==> src/design/koa_pkg.sv <==
// koa_pkg: shared types, constants and the arctangent table for the orbit anomaly block
// no dependencies; used by the interfaces, the arithmetic units and the top level
package koa_pkg;

  localparam int MaxIterationsDef = 64;
  localparam int AngleBitsDef     = 32;

  localparam int TimeW  = 40;
  localparam int Ang32W = 32;
  localparam int CountW = 7;
  localparam int CountMax = 127;
  localparam int EccW   = 24;
  localparam int RatioW = 32;
  localparam int MotionW = 48;
  localparam int TolW   = 16;
  localparam int CfgDataW = 48;
  localparam int CfgIdxW  = 3;

  localparam int DataW = 64;
  localparam int MulCntW = 7;
  localparam int TabDepth = 64;
  localparam int TabIdxW = 6;

  localparam logic [63:0] INV2PI_Q64 = 64'h28BE60DB9391054A;
  localparam logic [63:0] INVK_Q62   = 64'd2800459870029452960;
  localparam logic [63:0] TURN_Q62   = 64'h4000000000000000;
  localparam logic [63:0] HALF_Q62   = 64'h2000000000000000;
  localparam logic [63:0] QUARTER_Q62 = 64'h1000000000000000;

  localparam logic [TolW-1:0] TOL_RESET = 16'd6836;
  localparam logic [RatioW-1:0] RATIO_RESET = 32'h0100_0000;

  typedef enum logic [CfgIdxW-1:0] {
    REG_ECCENTRICITY = 3'd0,
    REG_ANOMALY_RATIO = 3'd1,
    REG_MEAN_MOTION = 3'd2,
    REG_EPOCH_ANOMALY = 3'd3,
    REG_TOLERANCE = 3'd4
  } reg_idx_t;

  typedef enum logic [4:0] {
    S_IDLE,
    S_MEAN_GO,
    S_MEAN_WAIT,
    S_ROT_GO,
    S_ROT_WAIT,
    S_PI_GO,
    S_PI_WAIT,
    S_ECC_GO,
    S_ECC_WAIT,
    S_UPDATE,
    S_HALF_GO,
    S_HALF_WAIT,
    S_K_GO,
    S_K_WAIT,
    S_VEC_GO,
    S_VEC_WAIT,
    S_FINISH
  } state_t;

  typedef struct packed {
    logic                 start;
    logic [MulCntW-1:0]   steps;
  } mul_ctl_t;

  typedef struct packed {
    logic start;
    logic vectoring;
  } cordic_ctl_t;

  typedef logic [63:0] atan_tab_t [TabDepth];

  function automatic logic [63:0] udiv64(input logic [63:0] num, input logic [63:0] den);
    logic [64:0] rem;
    logic [63:0] quo;
    rem = '0;
    quo = '0;
    for (int b = 63; b >= 0; b--) begin
      rem = {rem[63:0], num[b]};
      if (rem >= {1'b0, den}) begin
        rem = rem - {1'b0, den};
        quo[b] = 1'b1;
      end
    end
    return quo;
  endfunction

  function automatic atan_tab_t build_atan();
    atan_tab_t tab;
    logic [63:0] sum;
    logic [63:0] term;
    logic [127:0] prod;
    int p;
    tab[0] = 64'h0800000000000000;
    for (int i = 1; i < TabDepth; i++) begin
      sum = '0;
      for (int k = 0; k < 32; k++) begin
        p = i * (2 * k + 1);
        if (p <= 62) begin
          term = udiv64(64'h1 << (62 - p), 64'(2 * k + 1));
          if (k % 2 == 1) sum = sum - term;
          else sum = sum + term;
        end
      end
      prod = 128'(sum) * 128'(INV2PI_Q64);
      tab[i] = prod[127:64];
    end
    return tab;
  endfunction

  localparam atan_tab_t ATAN_TAB = build_atan();

endpackage

==> src/design/koa_in_if.sv <==
// koa_in_if: input channel carrying one time word
// depends on koa_pkg for field widths
interface koa_in_if;
  import koa_pkg::*;
  logic                     valid;
  logic                     ready;
  logic signed [TimeW-1:0]  time_seconds;
  modport source (output valid, output time_seconds, input ready);
  modport sink (input valid, input time_seconds, output ready);
endinterface

==> src/design/koa_out_if.sv <==
// koa_out_if: result channel carrying the anomalies of one word
// depends on koa_pkg for field widths
interface koa_out_if;
  import koa_pkg::*;
  logic                       valid;
  logic                       ready;
  logic [Ang32W-1:0]          mean_angle;
  logic signed [Ang32W-1:0]   eccentric_angle;
  logic signed [Ang32W-1:0]   true_angle;
  logic [CountW-1:0]          iteration_count;
  logic                       converged;
  modport source (output valid, output mean_angle, output eccentric_angle,
                  output true_angle, output iteration_count, output converged,
                  input ready);
  modport sink (input valid, input mean_angle, input eccentric_angle,
                input true_angle, input iteration_count, input converged,
                output ready);
endinterface

==> src/design/koa_mul.sv <==
// koa_mul: shift-add multiplier, one multiplier bit per cycle
// gives floor(a*b / 2^steps) and the low product bits; depends on koa_pkg
module koa_mul
  import koa_pkg::*;
(
  input  logic             clk,
  input  logic             rst_n,
  input  mul_ctl_t         ctl,
  input  logic [DataW-1:0] a,
  input  logic [DataW-1:0] b,
  output logic             done,
  output logic [DataW-1:0] hi,
  output logic [DataW-1:0] lo
);

  logic [DataW-1:0]   a_r, hi_r, lo_r;
  logic [MulCntW-1:0] cnt_r, last_r;
  logic               busy_r, done_r;
  logic [DataW:0]     sum;

  assign sum = {1'b0, hi_r} + (lo_r[0] ? {1'b0, a_r} : '0);

  always_ff @(posedge clk) begin
    if (!rst_n) begin
      busy_r <= 1'b0;
      done_r <= 1'b0;
      cnt_r  <= '0;
    end else begin
      done_r <= 1'b0;
      if (ctl.start) begin
        busy_r <= 1'b1;
        cnt_r  <= '0;
      end else if (busy_r) begin
        cnt_r <= cnt_r + 1'b1;
        if (cnt_r == last_r) begin
          busy_r <= 1'b0;
          done_r <= 1'b1;
        end
      end
    end
  end

  always_ff @(posedge clk) begin
    if (ctl.start) begin
      a_r    <= a;
      hi_r   <= '0;
      lo_r   <= b;
      last_r <= ctl.steps - 1'b1;
    end else if (busy_r) begin
      hi_r <= sum[DataW:1];
      lo_r <= {sum[0], lo_r[DataW-1:1]};
    end
  end

  assign done = done_r;
  assign hi   = hi_r;
  assign lo   = lo_r;

endmodule

==> src/design/koa_cordic.sv <==
// koa_cordic: iterative cordic, rotation (cos/sin) and vectoring (atan2) in q62 turns
// one micro-rotation per cycle; depends on koa_pkg for the arctangent table
module koa_cordic
  import koa_pkg::*;
#(
  parameter int ANGLE_BITS = AngleBitsDef
) (
  input  logic             clk,
  input  logic             rst_n,
  input  cordic_ctl_t      ctl,
  input  logic [DataW-1:0] x_in,
  input  logic [DataW-1:0] y_in,
  input  logic [DataW-1:0] z_in,
  output logic             done,
  output logic [DataW-1:0] x_out,
  output logic [DataW-1:0] y_out,
  output logic [DataW-1:0] z_out
);

  logic signed [DataW-1:0] x_r, y_r, z_r;
  logic [TabIdxW-1:0]      i_r;
  logic                    busy_r, done_r, flip_r, vec_r;
  logic signed [DataW-1:0] zw, zf, dx, dy, tab;
  logic                    fold, pos;

  // wrap to signed half turn, fold into the right half plane
  always_comb begin
    zw = $signed(z_in & (TURN_Q62 - 64'd1));
    if (zw >= $signed(HALF_Q62)) zw = zw - $signed(TURN_Q62);
    fold = 1'b0;
    zf = zw;
    if (!zw[DataW-1] && zw > $signed(QUARTER_Q62)) begin
      zf = $signed(HALF_Q62) - zw;
      fold = 1'b1;
    end else if (zw[DataW-1] && zw < -$signed(QUARTER_Q62)) begin
      zf = -$signed(HALF_Q62) - zw;
      fold = 1'b1;
    end
  end

  assign dx  = y_r >>> i_r;
  assign dy  = x_r >>> i_r;
  assign tab = $signed(ATAN_TAB[i_r]);
  assign pos = vec_r ? y_r[DataW-1] : ~z_r[DataW-1];

  always_ff @(posedge clk) begin
    if (!rst_n) begin
      busy_r <= 1'b0;
      done_r <= 1'b0;
      i_r    <= '0;
    end else begin
      done_r <= 1'b0;
      if (ctl.start) begin
        busy_r <= 1'b1;
        i_r    <= '0;
      end else if (busy_r) begin
        i_r <= i_r + 1'b1;
        if (i_r == TabIdxW'(ANGLE_BITS - 1)) begin
          busy_r <= 1'b0;
          done_r <= 1'b1;
        end
      end
    end
  end

  always_ff @(posedge clk) begin
    if (ctl.start) begin
      vec_r <= ctl.vectoring;
      if (ctl.vectoring) begin
        x_r    <= $signed(x_in);
        y_r    <= $signed(y_in);
        z_r    <= $signed(z_in);
        flip_r <= 1'b0;
      end else begin
        x_r    <= $signed(INVK_Q62);
        y_r    <= '0;
        z_r    <= zf;
        flip_r <= fold;
      end
    end else if (busy_r) begin
      if (pos) begin
        x_r <= x_r - dx;
        y_r <= y_r + dy;
        z_r <= z_r - tab;
      end else begin
        x_r <= x_r + dx;
        y_r <= y_r - dy;
        z_r <= z_r + tab;
      end
    end
  end

  assign done  = done_r;
  assign x_out = flip_r ? -x_r : x_r;
  assign y_out = y_r;
  assign z_out = z_r;

endmodule

==> src/design/kepler_orbit_anomaly.sv <==
// kepler_orbit_anomaly: mean, eccentric and true anomaly for one time word
// the shared multiplier and cordic units do the work in turn, the kepler step repeating
// until the tolerance is met or MAX_ITERATIONS is reached; one word in flight, input ready
// only while idle, so a new word is taken only after the last result has been registered
// synchronous active-low reset clears the sequencer and loads register defaults
module kepler_orbit_anomaly
  import koa_pkg::*;
#(
  parameter int MAX_ITERATIONS = MaxIterationsDef,
  parameter int ANGLE_BITS     = AngleBitsDef
) (
  input  logic                clk,
  input  logic                rst_n,
  koa_in_if.sink              in_ch,
  koa_out_if.source           out_ch,
  input  logic                cfg_we,
  input  logic [CfgIdxW-1:0]  cfg_index,
  input  logic [CfgDataW-1:0] cfg_data
);

  localparam int AB  = ANGLE_BITS;
  localparam int SHL = (AB >= 32) ? AB - 32 : 0;
  localparam int SHR = (AB >= 32) ? 0 : 32 - AB;
  localparam int ItW = $clog2(MAX_ITERATIONS + 1);

  logic [EccW-1:0]    ecc_r;
  logic [RatioW-1:0]  ratio_r;
  logic [MotionW-1:0] motion_r;
  logic [Ang32W-1:0]  epoch_r;
  logic [TolW-1:0]    tol_r;

  state_t state_r, state_nxt;

  logic [TimeW-1:0]   t_r;
  logic [AB-1:0]      m_r, e0_r, e1_r;
  logic [ItW-1:0]     it_r;
  logic               conv_r;
  logic [DataW-1:0]   s_r, c_r;

  logic               out_valid_r;
  logic [Ang32W-1:0]  out_mean_r, out_ecc_r, out_true_r;
  logic [CountW-1:0]  out_count_r;
  logic               out_conv_r;

  mul_ctl_t           mul_ctl;
  logic [DataW-1:0]   mul_a, mul_b, mul_hi, mul_lo;
  logic               mul_done;
  cordic_ctl_t        cor_ctl;
  logic [DataW-1:0]   cor_x, cor_y, cor_z, cor_xo, cor_yo, cor_zo;
  logic               cor_done;

  logic [55:0]        m56;
  logic [AB-1:0]      m_new, corr_a, e1_new, diff, dabs, tol_a, nu;
  logic [DataW-1:0]   corr, s_abs;
  logic [ItW-1:0]     it_inc;
  logic               in_tol, last_it, out_free;

  koa_mul u_mul (
    .clk(clk), .rst_n(rst_n), .ctl(mul_ctl), .a(mul_a), .b(mul_b),
    .done(mul_done), .hi(mul_hi), .lo(mul_lo)
  );

  koa_cordic #(.ANGLE_BITS(ANGLE_BITS)) u_cordic (
    .clk(clk), .rst_n(rst_n), .ctl(cor_ctl), .x_in(cor_x), .y_in(cor_y), .z_in(cor_z),
    .done(cor_done), .x_out(cor_xo), .y_out(cor_yo), .z_out(cor_zo)
  );

  // configuration registers
  always_ff @(posedge clk) begin
    if (!rst_n) begin
      ecc_r    <= '0;
      ratio_r  <= RATIO_RESET;
      motion_r <= '0;
      epoch_r  <= '0;
      tol_r    <= TOL_RESET;
    end else if (cfg_we) begin
      unique case (cfg_index)
        REG_ECCENTRICITY:  ecc_r    <= cfg_data[EccW-1:0];
        REG_ANOMALY_RATIO: ratio_r  <= cfg_data[RatioW-1:0];
        REG_MEAN_MOTION:   motion_r <= cfg_data[MotionW-1:0];
        REG_EPOCH_ANOMALY: epoch_r  <= cfg_data[Ang32W-1:0];
        REG_TOLERANCE:     tol_r    <= cfg_data[TolW-1:0];
        default: ;
      endcase
    end
  end

  // datapath arithmetic
  always_comb begin
    m56    = {mul_hi[15:0] - (t_r[TimeW-1] ? motion_r[15:0] : 16'd0), mul_lo[63:24]};
    m_new  = AB'((64'(epoch_r) << SHL) >> SHR) + AB'(m56 >> (56 - AB));
    tol_a  = AB'((64'(tol_r) << SHL) >> SHR);
    s_abs  = s_r[DataW-1] ? -s_r : s_r;
    corr   = mul_hi >> (62 - AB);
    corr_a = AB'(corr);
    e1_new = s_r[DataW-1] ? m_r - corr_a : m_r + corr_a;
    diff   = e1_new - e0_r;
    dabs   = diff[AB-1] ? -diff : diff;
    in_tol = dabs <= tol_a;
    it_inc = it_r + 1'b1;
    last_it = it_inc == ItW'(MAX_ITERATIONS);
    nu     = AB'($signed(cor_zo) >>> (61 - AB));
    out_free = !out_valid_r || out_ch.ready;
  end

  // next state
  always_comb begin
    state_nxt = state_r;
    unique case (state_r)
      S_IDLE:      if (in_ch.valid) state_nxt = S_MEAN_GO;
      S_MEAN_GO:   state_nxt = S_MEAN_WAIT;
      S_MEAN_WAIT: if (mul_done) state_nxt = S_ROT_GO;
      S_ROT_GO:    state_nxt = S_ROT_WAIT;
      S_ROT_WAIT:  if (cor_done) state_nxt = S_PI_GO;
      S_PI_GO:     state_nxt = S_PI_WAIT;
      S_PI_WAIT:   if (mul_done) state_nxt = S_ECC_GO;
      S_ECC_GO:    state_nxt = S_ECC_WAIT;
      S_ECC_WAIT:  if (mul_done) state_nxt = S_UPDATE;
      S_UPDATE:    state_nxt = (in_tol || last_it) ? S_HALF_GO : S_ROT_GO;
      S_HALF_GO:   state_nxt = S_HALF_WAIT;
      S_HALF_WAIT: if (cor_done) state_nxt = S_K_GO;
      S_K_GO:      state_nxt = S_K_WAIT;
      S_K_WAIT:    if (mul_done) state_nxt = S_VEC_GO;
      S_VEC_GO:    state_nxt = S_VEC_WAIT;
      S_VEC_WAIT:  if (cor_done) state_nxt = S_FINISH;
      S_FINISH:    if (out_free) state_nxt = S_IDLE;
      default:     state_nxt = S_IDLE;
    endcase
  end

  // unit control
  always_comb begin
    mul_ctl = '0;
    mul_a   = '0;
    mul_b   = '0;
    cor_ctl = '0;
    cor_x   = '0;
    cor_y   = '0;
    cor_z   = '0;
    unique case (state_r)
      S_MEAN_GO: begin
        mul_ctl = '{start: 1'b1, steps: MulCntW'(TimeW)};
        mul_a   = 64'(motion_r);
        mul_b   = 64'(t_r);
      end
      S_PI_GO: begin
        mul_ctl = '{start: 1'b1, steps: MulCntW'(DataW)};
        mul_a   = s_abs;
        mul_b   = INV2PI_Q64;
      end
      S_ECC_GO: begin
        mul_ctl = '{start: 1'b1, steps: MulCntW'(EccW)};
        mul_a   = mul_hi;
        mul_b   = 64'(ecc_r);
      end
      S_K_GO: begin
        mul_ctl = '{start: 1'b1, steps: MulCntW'(RatioW)};
        mul_a   = s_abs;
        mul_b   = 64'(ratio_r);
      end
      S_ROT_GO: begin
        cor_ctl = '{start: 1'b1, vectoring: 1'b0};
        cor_z   = 64'(e0_r) << (62 - AB);
      end
      S_HALF_GO: begin
        cor_ctl = '{start: 1'b1, vectoring: 1'b0};
        cor_z   = $signed({e1_r, {(DataW - AB){1'b0}}}) >>> 3;
      end
      S_VEC_GO: begin
        cor_ctl = '{start: 1'b1, vectoring: 1'b1};
        cor_x   = $signed(c_r) >>> 8;
        cor_y   = s_r[DataW-1] ? -mul_hi : mul_hi;
      end
      default: ;
    endcase
  end

  always_ff @(posedge clk) begin
    if (!rst_n) state_r <= S_IDLE;
    else state_r <= state_nxt;
  end

  always_ff @(posedge clk) begin
    unique case (state_r)
      S_IDLE: if (in_ch.valid) t_r <= in_ch.time_seconds;
      S_MEAN_WAIT: if (mul_done) begin
        m_r  <= m_new;
        e0_r <= m_new;
        it_r <= '0;
      end
      S_ROT_WAIT: if (cor_done) s_r <= cor_yo;
      S_UPDATE: begin
        e1_r   <= e1_new;
        e0_r   <= e1_new;
        it_r   <= it_inc;
        conv_r <= in_tol;
      end
      S_HALF_WAIT: if (cor_done) begin
        s_r <= cor_yo;
        c_r <= cor_xo;
      end
      default: ;
    endcase
  end

  // result register
  always_ff @(posedge clk) begin
    if (!rst_n) begin
      out_valid_r <= 1'b0;
    end else if (state_r == S_FINISH && out_free) begin
      out_valid_r <= 1'b1;
    end else if (out_ch.ready) begin
      out_valid_r <= 1'b0;
    end
  end

  always_ff @(posedge clk) begin
    if (state_r == S_FINISH && out_free) begin
      out_mean_r  <= 32'((64'(m_r) >> SHL) << SHR);
      out_ecc_r   <= 32'((64'(e1_r) >> SHL) << SHR);
      out_true_r  <= 32'((64'(nu) >> SHL) << SHR);
      out_count_r <= (it_r > ItW'(CountMax)) ? CountW'(CountMax) : CountW'(it_r);
      out_conv_r  <= conv_r;
    end
  end

  assign in_ch.ready            = state_r == S_IDLE;
  assign out_ch.valid           = out_valid_r;
  assign out_ch.mean_angle      = out_mean_r;
  assign out_ch.eccentric_angle = out_ecc_r;
  assign out_ch.true_angle      = out_true_r;
  assign out_ch.iteration_count = out_count_r;
  assign out_ch.converged       = out_conv_r;

endmodule
==> src/flat_wrapper.sv <==
// flat-port wrapper written by rule: the top's interface ports become plain ports
module kepler_orbit_anomaly_flat import koa_pkg::*;
#(
  parameter int MAX_ITERATIONS = MaxIterationsDef,
  parameter int ANGLE_BITS     = AngleBitsDef
)
  (clk, rst_n, cfg_we, cfg_index, cfg_data, in_ch_valid, in_ch_time_seconds, in_ch_ready, out_ch_valid, out_ch_mean_angle, out_ch_eccentric_angle, out_ch_true_angle, out_ch_iteration_count, out_ch_converged, out_ch_ready);
  koa_in_if in_ch_i ();
  koa_out_if out_ch_i ();
  input  logic clk;
  input  logic rst_n;
  input  logic cfg_we;
  input  logic [CfgIdxW-1:0] cfg_index;
  input  logic [CfgDataW-1:0] cfg_data;
  input wire logic [$bits(in_ch_i.valid)-1:0] in_ch_valid;
  input wire logic [$bits(in_ch_i.time_seconds)-1:0] in_ch_time_seconds;
  output wire logic [$bits(in_ch_i.ready)-1:0] in_ch_ready;
  output wire logic [$bits(out_ch_i.valid)-1:0] out_ch_valid;
  output wire logic [$bits(out_ch_i.mean_angle)-1:0] out_ch_mean_angle;
  output wire logic [$bits(out_ch_i.eccentric_angle)-1:0] out_ch_eccentric_angle;
  output wire logic [$bits(out_ch_i.true_angle)-1:0] out_ch_true_angle;
  output wire logic [$bits(out_ch_i.iteration_count)-1:0] out_ch_iteration_count;
  output wire logic [$bits(out_ch_i.converged)-1:0] out_ch_converged;
  input wire logic [$bits(out_ch_i.ready)-1:0] out_ch_ready;
  assign in_ch_i.valid = in_ch_valid;
  assign in_ch_i.time_seconds = in_ch_time_seconds;
  assign in_ch_ready = in_ch_i.ready;
  assign out_ch_valid = out_ch_i.valid;
  assign out_ch_mean_angle = out_ch_i.mean_angle;
  assign out_ch_eccentric_angle = out_ch_i.eccentric_angle;
  assign out_ch_true_angle = out_ch_i.true_angle;
  assign out_ch_iteration_count = out_ch_i.iteration_count;
  assign out_ch_converged = out_ch_i.converged;
  assign out_ch_i.ready = out_ch_ready;
  kepler_orbit_anomaly #(.MAX_ITERATIONS(MAX_ITERATIONS), .ANGLE_BITS(ANGLE_BITS)) u_core (.clk(clk), .rst_n(rst_n), .in_ch(in_ch_i), .out_ch(out_ch_i), .cfg_we(cfg_we), .cfg_index(cfg_index), .cfg_data(cfg_data));
endmodule
==> config.mk <==
export PLATFORM = sky130hd
export DESIGN_NAME = kepler_orbit_anomaly_flat
export DESIGN_NICKNAME = d
export VERILOG_FILES = /design/src/design/koa_pkg.sv /design/src/design/koa_in_if.sv /design/src/design/koa_out_if.sv /design/src/design/koa_mul.sv /design/src/design/koa_cordic.sv /design/src/design/kepler_orbit_anomaly.sv /design/src/flat_wrapper.sv
export SDC_FILE = /design/constraint.sdc
export NUM_CORES = 2
export LEC_CHECK = 0
export BUFFER_PORTS_ARGS = -buffer_cell sky130_fd_sc_hd__buf_2
export CELL_PAD_IN_SITES_DETAIL_PLACEMENT = 0
export CELL_PAD_IN_SITES_GLOBAL_PLACEMENT = 1
export CORE_MARGIN = 10
export CORE_UTILIZATION = 35
export CTS_CLUSTER_SIZE = 30
export DETAILED_ROUTE_END_ITERATION = 10
export MAX_ROUTING_LAYER = met4
export PLACE_DENSITY = 0.69
export RECOVER_POWER = 50
export REMOVE_ABC_BUFFERS = 1
export SYNTH_ARGS = -nofsm -noshare
export SYNTH_HDL_FRONTEND = slang
export SYNTH_HIERARCHICAL = 1
export SYNTH_SLANG_ARGS = --single-unit
==> constraint.sdc <==
create_clock -name clk -period 9.1 [get_ports clk]
set_input_delay 1.82 -clock clk [delete_from_list [all_inputs] [get_ports clk]]
set_output_delay 1.82 -clock clk [all_outputs]
set_load 0.005 [all_outputs]
-- Yosys cells after proc, flatten, opt, wreduce, memory -nomap -nowiden
Memories as Yosys holds them, arrays and structs flattened.
Index checks and enable logic that the tools add are counted.
- reduce and logical (&&, ||, !) cells: 31
- equality and inequality tests: 32
- $lt $le $gt $ge: 6
- $add $sub $neg: 23
- bitwise logic cells: 5
- muxes and demuxes: 61
- shift operators: 2
- operator list (kind ; number):
    $mux W64 ; 25
    $pmux W62 S4 ; 1
    $add A64 B64 Y64 ; 3
    $neg A64 Y64 ; 3
    $pmux W64 S3 ; 1
    $sub A64 B64 Y64 ; 3
    $pmux W64 S2 ; 1
    $sshr A64 B6 Y64 ; 2
    $mux W32 ; 3
    $pmux W5 S17 ; 1
    $add A64 B65 Y65 ; 1
    $add A32 B32 Y32 ; 2
    $gt A64 B62 Y1 const B ; 1
    $lt A64 B61 Y1 const B ; 1
    $pmux W32 S2 ; 1
    $sub A32 B32 Y32 ; 2
    $sub A62 B63 Y64 const B ; 1
    $sub A62 B64 Y64 const A ; 1
    $sub A63 B64 Y64 const A ; 1
    $ge A62 B62 Y1 const B ; 1
    $mux W5 ; 9
    $eq A5 B4 Y1 const B ; 8
    $le A32 B16 Y1 ; 1
    $neg A32 Y32 ; 1
    37 further kinds ; 86
- output and inout bits: 106
- bits in registers: 944
- word-level logic and storage cells: 196
- input port bits: 96
- memories: 1
- bits in read-only memories: 4096
- memory list (memory ; words ; width ; read ports ; clocked after memory_dff ; write ports ; RTL line ; RTL):
    (no name shown) ; 64 ; 64 ; 1 ; 0 ; 0 ; koa_cordic.sv:43 ; assign tab = $signed(ATAN_TAB[i_r]);

-- Depth between registers and ports, before layout
- depth after elaboration: 10
- gate-level depth with buffers: 48
- mapped depth without buffers: 46

-- Hierarchy
The synthesis kept the hierarchy.
- modules (own cells, without submodules) (module ; cells each ; instances ; area an instance (µm²) ; sequential area each (µm²)):
    koa_cordic ; 4886 ; 1 ; 39723.1 ; 5985.7
    kepler_orbit_anomaly ; 3181 ; 1 ; 30270.3 ; 14213.6
    koa_mul ; 1105 ; 1 ; 11608.6 ; 5515.3

-- Worst setup path before layout
No wires, ideal clock.
- path type: register to register
- start: register u_core.u_mul.hi_r[30] (netlist: u_core/u_mul/hi[30])
- end: register u_core.state_r[0]
- arrival time: 8715 ps
- setup slack: 258 ps
- required time: 8973 ps
- cell stages (with the launch flop): 45
- buffers on the path: 2
- period minus slack after synthesis: 8842 ps
- setup time: 127 ps
- path through: dfxtp_1 -> inv_1 -> ha_1 -> nand2_1 -> or3_1 -> or3_1 -> or3_1 -> or3_1 -> and2_1 -> xnor2_1 -> ha_1 -> a21oi_1 -> o221ai_1 -> a211oi_1 -> o211ai_1 -> a31oi_1 -> o21ai_0 -> xor2_1 -> [9 not listed] -> clkbuf_1 -> nand2_1 -> nor2_1 -> a21oi_1 -> ha_1 -> nor2b_1 -> o21a_1 -> o21a_1 -> o21a_1 -> o21a_1 -> o21a_1 -> o21a_1 -> o21ai_0 -> a21oi_1 -> a311oi_1 -> o21ai_0 -> nor4_2 -> o21ai_1
- word-level cells in the longest chain between the ends: 9
- elaborated cells on any way between the ends: 10
- classes of those cells: add/sub: 4; order compare: 1; mux: 4; reduce/logical: 1
- RTL lines (what ; RTL line ; RTL):
    start, declared ; koa_mul.sv:16 ; logic [DataW-1:0] a_r, hi_r, lo_r;
    start signal, assigned ; koa_mul.sv:50 ; hi_r <= sum[DataW:1];
    $add A32 B32 Y32 or $sub A32 B32 Y32 (tied branches) ; kepler_orbit_anomaly.sv:96 ; e1_new = s_r[DataW-1] ? m_r - corr_a : m_r + corr_a;
    $mux W32 * ; kepler_orbit_anomaly.sv:96 ;
    via u_core.e1_new[19] ; kepler_orbit_anomaly.sv:53 ; logic [AB-1:0] m_new, corr_a, e1_new, diff, dabs, tol_a, nu;
    $sub A32 B32 Y32 * ; kepler_orbit_anomaly.sv:97 ; diff = e1_new - e0_r;
    $neg A32 Y32 ; kepler_orbit_anomaly.sv:98 ; dabs = diff[AB-1] ? -diff : diff;
    $mux W32 * ; kepler_orbit_anomaly.sv:98 ;
    $le A32 B16 Y1 * ; kepler_orbit_anomaly.sv:99 ; in_tol = dabs <= tol_a;
    via u_core.in_tol ; kepler_orbit_anomaly.sv:56 ; logic in_tol, last_it, out_free;
    $logic_or A1 B1 Y1 * ; kepler_orbit_anomaly.sv:119 ; S_UPDATE: state_nxt = (in_tol || last_it) ? S_HALF_GO : S_ROT_GO;
    $mux W4 * ; kepler_orbit_anomaly.sv:119 ;
    $pmux W5 S17 * ; kepler_orbit_anomaly.sv:109 ; unique case (state_r)
    end signal, assigned ; kepler_orbit_anomaly.sv:180 ; else state_r <= state_nxt;
    end, declared ; kepler_orbit_anomaly.sv:32 ; state_t state_r, state_nxt;
The timed path passes the listed nets; every way through them passes the cells marked *.
A chain may end at the register's enable or synchronous reset.

-- Worst setup path after layout
Ends and elaborated chain as after synthesis.

==> flow_summary.json <==
{
  "outcome": "completed",
  "crit_slowest_cell": "or3_4",
  "hpwlAfterDp_um": 272600,
  "drt_iter0_drc": 8513,
  "worst_slack_ps": 48.15,
  "cts-root-to-sink-buffers": 3,
  "num-nets-final": 10005,
  "io_pins": 202,
  "cts_tree": "built",
  "ys.warnings.count": 6,
  "drt-met1-wl_um": 158100,
  "routed.top_layer": "met4",
  "setup_tns_ps": 0,
  "detailedRoute.firstPassIterationCount": 7,
  "final.min_clock_period_ps": 9052,
  "fin_crit_sh_pct": 99.47,
  "timing.clock.skew_ps": 125.8,
  "clkSinkCount": 936,
  "globalplace.congestion": 1.028,
  "post-place-ws_ps": -729.0,
  "total_gr_overflow": 0,
  "worst_skew_pair.late_latency_ps": 840,
  "hp-class": "flop to flop",
  "tightestPinTransition_ps": 1311,
  "wl_met2_um": 155100,
  "grt_pass1_vias": 72491,
  "filler_cell_count": 23438,
  "portBuffers": 201,
  "detail_route.wirelength_um": 353200,
  "maxCapViolations": 0,
  "wl_per_cell_um": 27.94,
  "fin_util_pct": 39.76,
  "design.die.area_um2": 252600,
  "critical_path.max_fanout": 6,
  "drive_above_1_share_pct": 15.30,
  "setup.worst_path.class": "flop to flop",
  "place_area_um2": 87920,
  "area.growth.synth_to_final_pct": 13.22,
  "numCtsBuffers": 112,
  "max_freq_mhz": 110.5,
  "die-width_um": 502.5,
  "grt_pass1_wl_um": 508900,
  "endpoint_kind": "flop",
  "worst-endpoint-required_ps": 9810,
  "worst_slew_margin_rel_pct": 12.20,
  "critPathArrivalTime_ps": 9770,
  "hold_violations": 0,
  "routed-wl-met3_um": 27770,
  "cts.clk_slew.worst_paths_ps": 70,
  "syn-instance-count": 9157,
  "ant_nets": 0,
  "floorplan.core_area_um2": 232100,
  "holdBufCountCts": 0,
  "commonest_cells_after_routing_fill_and_taps_aside": "nand2_1 (1140), edfxtp_1 (697), a21oi_1 (624)",
  "final_max_slew_viol_count": 0,
  "post_synth_instance_area_um2": 81500,
  "syn-mean-instance-area_um2": 8.900,
  "layout.cells.most_common": "nand2_1",
  "clock_tree.root_cell": "clkbuf_16",
  "die_h_um": 502.5,
  "drc": 0,
  "final_setup_violation_count": 0,
  "cts_htree_levels": 3,
  "grt_antenna_before_repair": 26,
  "vias_per_cell": 6.003,
  "num_rows": 177,
  "rsz0062_at_grt": "true",
  "start_kind": "flop",
  "via_count": 75896,
  "critical-path-max-stage-delay_ps": 440,
  "effective_utilization_at_floorplan_pct": 35.11,
  "grt.total_usage_pct": 27.45,
  "grt_start_max_net_pins": 101,
  "stdcell_area_um2": 92270
}
==> area by class of cell <==
class / instances / area, µm² / share of cell area, %
Multi-Input combinational cell: 7535 / 53060 / 57.50
Sequential cell: 936 / 25740 / 27.90
Timing Repair Buffer: 706 / 4930 / 5.343
Tap cell: 3043 / 3807 / 4.126
Clock buffer: 139 / 2974 / 3.223
Clock inverter: 73 / 984.7 / 1.067
Inverter: 199 / 749.5 / 0.8122
Antenna cell: 12 / 30.03 / 0.03254
==> flip-flops by register name, indices dropped and copies added, names as in the netlist, 40 cells and up <==
name,cells
u_core/u_mul/lo,64
u_core/c_r,56
u_core/s_r,64
u_core/motion_r,48
u_core/u_mul/hi,64
u_core/t_r,40
u_core/u_cordic/y_out,64
u_core/u_mul/a_r,64
u_core/u_cordic/x_r,64
u_core/u_cordic/z_out,64
==> routing by layer <==
layer / vias up / global-route usage, %
li1: 34489 / -
met1: 37642 / 37.78
met2: 3253 / 41.19
met3: 512 / 4.448
met4: 0 / 8.728
met5: - / -
==> worst max-delay path, delay by kind of cell (launching register included) <==
kind	cells	cell delay, ps
AOI/OAI and AO/OA	22	3500
and+or+nand+nor	14	3180
adders and majority gates	4	940
buffers and inverters	4	520
xor gates and xnor gates	3	430
DFF	1	320
==> stage by stage <==
stage                     hold WS (ps)  std cells
final                            432.5      12643
after global routing             452.1      12638
after global placement           436.1      12415
after CTS                        436.4      12627
after floorplan                  400.3       8670
after detailed placement         440.3      12415
==> final timing paths <==
path	from	end	slack, ps	depth (start not counted)
max reg2reg	u_core/u_mul/hi[30]	u_core/state_r[0]	50	47
min reg2reg	u_core/m_r[24]	u_core/out_ch.mean_angle[24]	430	0
max	u_core/u_mul/hi[30]	u_core/state_r[0]	50	47
min	u_core/m_r[24]	u_core/out_ch.mean_angle[24]	430	0
==> what timing repair did <==
item	in CTS	in global routing
buffers inserted	0	5
cloned	0	0
setup endpoints to repair	3	3
pin swaps	8	30
resized for setup	43	31
Power is not shown: default switching activity piles up to over one toggle a cycle in this logic, so the estimate is an artifact.
